--- config.mk ---
export PLATFORM = sky130hd
export DESIGN_NAME = cbb_sqrt_stage
export DESIGN_NICKNAME = d
export VERILOG_FILES = /design/src/cbb_pkg.sv /design/src/cbb_sqrt_stage.sv
export SDC_FILE = /design/constraint.sdc
export NUM_CORES = 1
export LEC_CHECK = 0
export BUFFER_PORTS_ARGS = -buffer_cell sky130_fd_sc_hd__buf_2
export CORE_ASPECT_RATIO = 0.8
export CORE_MARGIN = 1.5
export CORE_UTILIZATION = 32
export DETAILED_ROUTE_END_ITERATION = 10
export SLEW_MARGIN = 25
export SYNTH_ARGS = -nofsm -noshare
export SYNTH_HDL_FRONTEND = slang
export SYNTH_SLANG_ARGS = --single-unit
--- constraint.sdc ---
create_clock -name clk -period 10.23 [get_ports clk]
set_input_delay 1.5345 -clock clk [delete_from_list [all_inputs] [get_ports clk]]
set_output_delay 1.5345 -clock clk [all_outputs]
set_load 0.05 [all_outputs]
--- src/cbb_pkg.sv ---
// ----------------------------------------------------------------------------
// cbb_pkg
// Shared types and constants for the cylinder bounding box pipeline.
// ----------------------------------------------------------------------------
package cbb_pkg;

  localparam int unsigned SQRT_STEPS = 32;
  localparam int unsigned CFG_W      = 31;
  localparam int unsigned IDX_W      = 2;

  localparam logic [IDX_W-1:0] REG_RADIUS = 2'd0;
  localparam logic [IDX_W-1:0] REG_HEIGHT = 2'd1;

  localparam logic [CFG_W-1:0] RADIUS_RST = 31'd65536;
  localparam logic [CFG_W-1:0] HEIGHT_RST = 31'd65536;

  typedef struct packed {
    logic signed [15:0] rot_a;
    logic signed [15:0] rot_b;
    logic signed [15:0] rot_c;
    logic        [15:0] scale_x;
    logic        [15:0] scale_y;
    logic        [15:0] scale_z;
    logic signed [31:0] center;
  } in_item_t;

  typedef struct packed {
    logic signed [31:0] box_min;
    logic signed [31:0] box_max;
  } out_item_t;

  // carried alongside the square root
  typedef struct packed {
    logic        [30:0] pz;
    logic signed [31:0] ctr;
  } side_t;

endpackage

--- src/cbb_sqrt_stage.sv ---
// ----------------------------------------------------------------------------
// cbb_sqrt_stage
// One registered step of the digit-by-digit integer square root.
// ----------------------------------------------------------------------------
module cbb_sqrt_stage #(
  parameter int unsigned SHIFT = 0
) (
  input  logic           clk,
  input  logic           rst_n,
  input  logic           in_vld,
  input  logic [63:0]    in_rem,
  input  logic [63:0]    in_root,
  input  cbb_pkg::side_t in_side,
  output logic           out_vld,
  output logic [63:0]    out_rem,
  output logic [63:0]    out_root,
  output cbb_pkg::side_t out_side
);

  localparam logic [63:0] BIT = 64'd1 << SHIFT;

  logic           vld_r;
  logic [63:0]    rem_r, root_r;
  cbb_pkg::side_t side_r;
  logic [63:0]    trial;

  assign trial = in_root + BIT;

  always_ff @(posedge clk) begin
    if (!rst_n) begin
      vld_r <= 1'b0;
    end else begin
      vld_r <= in_vld;
    end
  end

  always_ff @(posedge clk) begin
    side_r <= in_side;
    if (in_rem >= trial) begin
      rem_r  <= in_rem - trial;
      root_r <= (in_root >> 1) + BIT;
    end else begin
      rem_r  <= in_rem;
      root_r <= in_root >> 1;
    end
  end

  assign out_vld  = vld_r;
  assign out_rem  = rem_r;
  assign out_root = root_r;
  assign out_side = side_r;

endmodule

==> report_table.html <==
<table>
<tr><th>Metric</th><th>Value</th></tr>
<tr><th colspan="2">Detailed routing</th></tr>
<tr><td>Via-per-instance ratio</td><td>~5.2</td></tr>
<tr><td>Number of remaining DRC errors</td><td>0</td></tr>
<tr><td>Vias after detailed routing</td><td>approximately 11000</td></tr>
<tr><td>Post-detailed-route wirelength per cell</td><td>roughly 21 µm</td></tr>
<tr><td>DR pass1 iterations</td><td>6</td></tr>
<tr><td>Wire length reported by the detailed router</td><td>roughly 45000 µm</td></tr>
<tr><td>Number of DRC markers in iteration 0</td><td>around 1200</td></tr>
<tr><td>Number of nets with antenna violations after routing</td><td>0</td></tr>
<tr><th colspan="2">Pwr</th></tr>
<tr><td>Power density over cell area</td><td>about 170 nW/µm²</td></tr>
<tr><td>Cell leakage power</td><td>slightly above 0.006 µW</td></tr>
<tr><td>Clk network pwr share</td><td>between 20% and 30%</td></tr>
<tr><td>Gate power share</td><td>about 34%</td></tr>
<tr><td>Switching part of the total power</td><td>41.8%</td></tr>
<tr><td>Sequential group share of total power</td><td>a little over a third</td></tr>
<tr><td>Largest voltage drop on the vdd net</td><td>about 120 µV</td></tr>
<tr><td>Switching power total</td><td>about 1000 µW</td></tr>
<tr><td>Internal power</td><td>1380 µW</td></tr>
<tr><th colspan="2">Critical path</th></tr>
<tr><td>Crit path buffers/inverters</td><td>2</td></tr>
<tr><td>Stages on worst setup path</td><td>23</td></tr>
<tr><td>Kind of capture point of the worst setup path</td><td>flip-flop</td></tr>
<tr><td>Required time of the critical path</td><td>10560 ps</td></tr>
<tr><td>Most common cell type on the critical path</td><td>nor2_1</td></tr>
<tr><td>Highest-delay cell along the critical path</td><td>or2_4</td></tr>
<tr><td>CP max FO</td><td>87</td></tr>
<tr><td>Crit path arrival time</td><td>7830 ps</td></tr>
<tr><td>Largest stage delay on the critical path</td><td>around 770 ps</td></tr>
<tr><td>Chain of cells forming the critical path</td><td>buf_2 &gt; ha_1 &gt; and3_1 &gt; and4_1 &gt; nand3_1 &gt; nor2_1 &gt; nand3_1 &gt; nor2_1 &gt; nand2_1 &gt; nor2_1 &gt; nand2_1 &gt; xor2_1 &gt; ha_1 &gt; nand2_1 &gt; nor2_1 &gt; nor2_1 &gt; o31ai_1 &gt; a31o_2 &gt; o21ba_2 &gt; a21oi_2 &gt; or2_4 &gt; buf_4 &gt; o21ai_0</td></tr>
<tr><td>Cell type group with the largest total delay on the critical path</td><td>simple AND/OR/NAND/NOR gates</td></tr>
<tr><td>Startpoint type of the worst setup path</td><td>input port</td></tr>
<tr><td>Launching instance or port of the critical path</td><td>in_root[2]</td></tr>
<tr><td>Crit Path Category</td><td>in2reg</td></tr>
<tr><th colspan="2">Global routing</th></tr>
<tr><td>Vias in the first global route</td><td>~11000</td></tr>
<tr><td>Global-route wire length before repair</td><td>66400 µm</td></tr>
<tr><td>Residual overflow from global routing</td><td>0</td></tr>
<tr><td>Number of antenna violations at the first check in global routing</td><td>8</td></tr>
<tr><td>Total global-route track usage</td><td>approximately 25%</td></tr>
<tr><td>Pin count of the biggest net entering global routing</td><td>between 80 and 90</td></tr>
<tr><th colspan="2">Yosys</th></tr>
<tr><td>Leading cell type by number of instances after synthesis</td><td>nand2_1</td></tr>
<tr><td>Library cell occupying the most area in the post-synthesis netlist</td><td>dfxtp_1</td></tr>
<tr><td>Fraction of synthesized area in multiplexers</td><td>0%</td></tr>
<tr><td>Number of enable flip-flop cells after synthesis</td><td>0</td></tr>
<tr><td>Post-synth design cell area</td><td>between 10000 and 15000 µm²</td></tr>
<tr><td>Mean cell area of the mapped netlist</td><td>a little over 8 µm²</td></tr>
<tr><td>Synth Area in Simple Gates</td><td>a little over a fifth</td></tr>
<tr><td>Synth Area in Compound Gates</td><td>between 10% and 20%</td></tr>
<tr><td>Dominant register cell in the synthesized netlist</td><td>dfxtp_1</td></tr>
<tr><td>Adder and majority gate portion of the synthesized area</td><td>7.82%</td></tr>
<tr><td>Dominant combinational cell family by area after synthesis</td><td>simple AND/OR/NAND/NOR gates</td></tr>
<tr><td>Synthesis-stage register bit count</td><td>~190</td></tr>
<tr><td>Netlist cell types</td><td>just over 60</td></tr>
<tr><td>Portion of synthesized cell area occupied by the leading cell type</td><td>between 30% and 40%</td></tr>
<tr><td>Total of warnings raised by yosys</td><td>0</td></tr>
<tr><td>Syn_nets</td><td>around 1600</td></tr>
<tr><td>Most used standard cells in the synthesized netlist</td><td>nand2_1 (199), dfxtp_1 (192), xnor2_1 (93)</td></tr>
<tr><td>Syn Inst Count</td><td>between 1000 and 1500</td></tr>
<tr><td>Async S/R FF share, synth</td><td>0%</td></tr>
<tr><td>Largest cells by area after synthesis</td><td>dfxtp_1 (36%), ha_1 (7.6%), xnor2_1 (7.5%)</td></tr>
<tr><td>Post-synthesis sequential area ratio</td><td>a little over a third</td></tr>
<tr><td>Xor and xnor area share after synthesis</td><td>about 14%</td></tr>
<tr><th colspan="2">Die</th></tr>
<tr><td>Horizontal extent of the die</td><td>209 µm</td></tr>
<tr><td>Row cnt</td><td>60</td></tr>
<tr><td>Die Area</td><td>about 35000 µm²</td></tr>
<tr><td>Area of the core</td><td>roughly 33000 µm²</td></tr>
<tr><td>I/O pin count</td><td>around 390</td></tr>
<tr><td>Height of the die</td><td>~170 µm</td></tr>
<tr><td>Starting utilization of the core area</td><td>between 30% and 40%</td></tr>
<tr><th colspan="2">Clocking</th></tr>
<tr><td>Number of buffers inserted to repair setup after CTS</td><td>0</td></tr>
<tr><td>Post-cts hold buffer count</td><td>0</td></tr>
<tr><td>Clk Tree Root Cell</td><td>clkbuf_16</td></tr>
<tr><td>Number of sinks handled by clock tree synthesis</td><td>roughly 190</td></tr>
<tr><td>CTS Buf Count</td><td>17</td></tr>
<tr><td>TritonCTS clock tree</td><td>done</td></tr>
<tr><td>CTS-repair resized insts</td><td>0</td></tr>
<tr><td>Clock H-tree levels</td><td>4</td></tr>
<tr><td>Clock transition at the registers of the reported paths</td><td>about 90 ps</td></tr>
<tr><td>Maximum buffer depth of the clock tree</td><td>2</td></tr>
<tr><th colspan="2">Hold path</th></tr>
<tr><td>Hold Path Depth</td><td>1</td></tr>
<tr><td>Worst Hold Class</td><td>in2reg</td></tr>
<tr><td>Min-delay src</td><td>in_side[53]</td></tr>
<tr><th colspan="2">STA</th></tr>
<tr><td>Unrepaired setup endpoints after global routing</td><td>false</td></tr>
<tr><td>Post-route clock period utilization</td><td>between 70% and 80%</td></tr>
<tr><td>Number of endpoints with negative hold slack in the final report</td><td>0</td></tr>
<tr><td>Hold WS</td><td>between 1000 and 1500 ps</td></tr>
<tr><td>Fmax</td><td>133 MHz</td></tr>
<tr><td>Transition at the pin with the smallest max-transition slack</td><td>between 900 and 1000 ps</td></tr>
<tr><td>Number of setup violations in the final report</td><td>0</td></tr>
<tr><td>Clock period minus final worst setup slack</td><td>approximately 7500 ps</td></tr>
<tr><td>Final-report max-slew violation count</td><td>0</td></tr>
<tr><td>Aggregate negative setup slack</td><td>0 ps</td></tr>
<tr><td>Worst relative slew slack</td><td>a little over a third</td></tr>
<tr><th colspan="2">Run status</th></tr>
<tr><td>Outcome</td><td>complete, no violations</td></tr>
<tr><th colspan="2">Layout</th></tr>
<tr><td>Share of layout cells above drive strength 1</td><td>between 20% and 30%</td></tr>
<tr><td># nets final</td><td>roughly 1900</td></tr>
<tr><td>Layout fillers</td><td>about 3500</td></tr>
<tr><td>Layout area overhead</td><td>26.8%</td></tr>
<tr><th colspan="2">Placed design</th></tr>
<tr><td>Placed wire-length estimate after detailed placement</td><td>between 30000 and 40000 µm</td></tr>
<tr><td>Number of buffer cells added on primary ports</td><td>385</td></tr>
<tr><td>Final weighted congestion in routability-driven placement</td><td>~0.9</td></tr>
<tr><th colspan="2">Job</th></tr>
<tr><td>Max Cap Violations</td><td>0</td></tr>
</table>
[sequential cells by signal, summed over array words and instances, names as in the netlist]
name	cells
out_vld	1
out_rem	64
out_root	64
out_side	63
[power by group through the flow]
stage	Clock, µW	Sequential [µW]	Combinational, µW
2_1_floorplan	0	1140	296
3_3_place_gp	0	865	806
3_5_place_dp	0	864	805
4_1_cts	724	848	810
5_1_grt	752	855	868
6_report	707	847	813
[metrics by stage]
step                instance area [µm²]  setup WS, ps  std cells  power, µW  util, %
CTS                               13700          2790       2103       2380     41.0
finish                            13700          2730       2109       2370     41.0
floorplan                         10800          4060       1308       1430        -
global route                      13700          2280       2107       2480     41.0
detailed placement                13100          2290       2071       1670     39.1
global placement                  13100          2360       2071       1670     39.1
[cell type report]
class | instances | area [µm²] | share of cell area [%]
clock buffers | 17 | 425 | 3.10
clock inverters | 15 | 193 | 1.40
multi-input cells | 1033 | 6660 | 48.5
well taps | 434 | 543 | 3.96
repair buffers | 390 | 1960 | 14.3
diodes | 6 | 15.0 | 0.109
inverters | 22 | 82.6 | 0.602
flip-flops and latches | 192 | 3840 | 28.0
[path summary, 6_finish.rpt]
kind | slack, ps | endpoint
setup / recovery | 2730 | out_rem[24]$_DFF_P_
hold / removal | 1160 | out_side[53]$_DFF_P_
[routing by layer]
layer / share of wire (%) / track usage, %
met2: 43 / 38.7
met1: 47 / 35.3
met5: 0.18 / 0.966
met4: 1.8 / 6.52
met3: 8.5 / 7.18
[kinds of logic after synthesis]
family / Yosys count
simple gates: 492
fa+ha+maj: 67
buf+inv: 83
compound gates: 297
xor+xnor: 177
flops: 192
[cell usage in the layout (no fill, tap or decap), types with 5 or more instances in the layout]
master	synthesis	final
o211ai_1	5	5
and4_1	6	6
buf_2	7	385
clkinv_8	0	6
o21bai_1	17	17
a21oi_1	80	80
nand2_1	199	199
nor3_1	31	31
o31ai_1	11	11
nor4_1	17	17
inv_1	22	22
and3_1	20	20
a21o_1	38	38
ha_1	66	66
nand4_1	57	57
nand2b_1	5	5
and2_1	5	5
dfxtp_1	192	192
nand3_1	59	59
o21ai_0	91	91
o21a_1	9	9
nor2_1	69	68
clkbuf_16	0	17
xor2_1	84	84
buf_4	0	5
a31oi_1	12	12
diode_2	0	6
xnor2_1	93	93
Note: power is estimated with default switching activity, not from simulation.
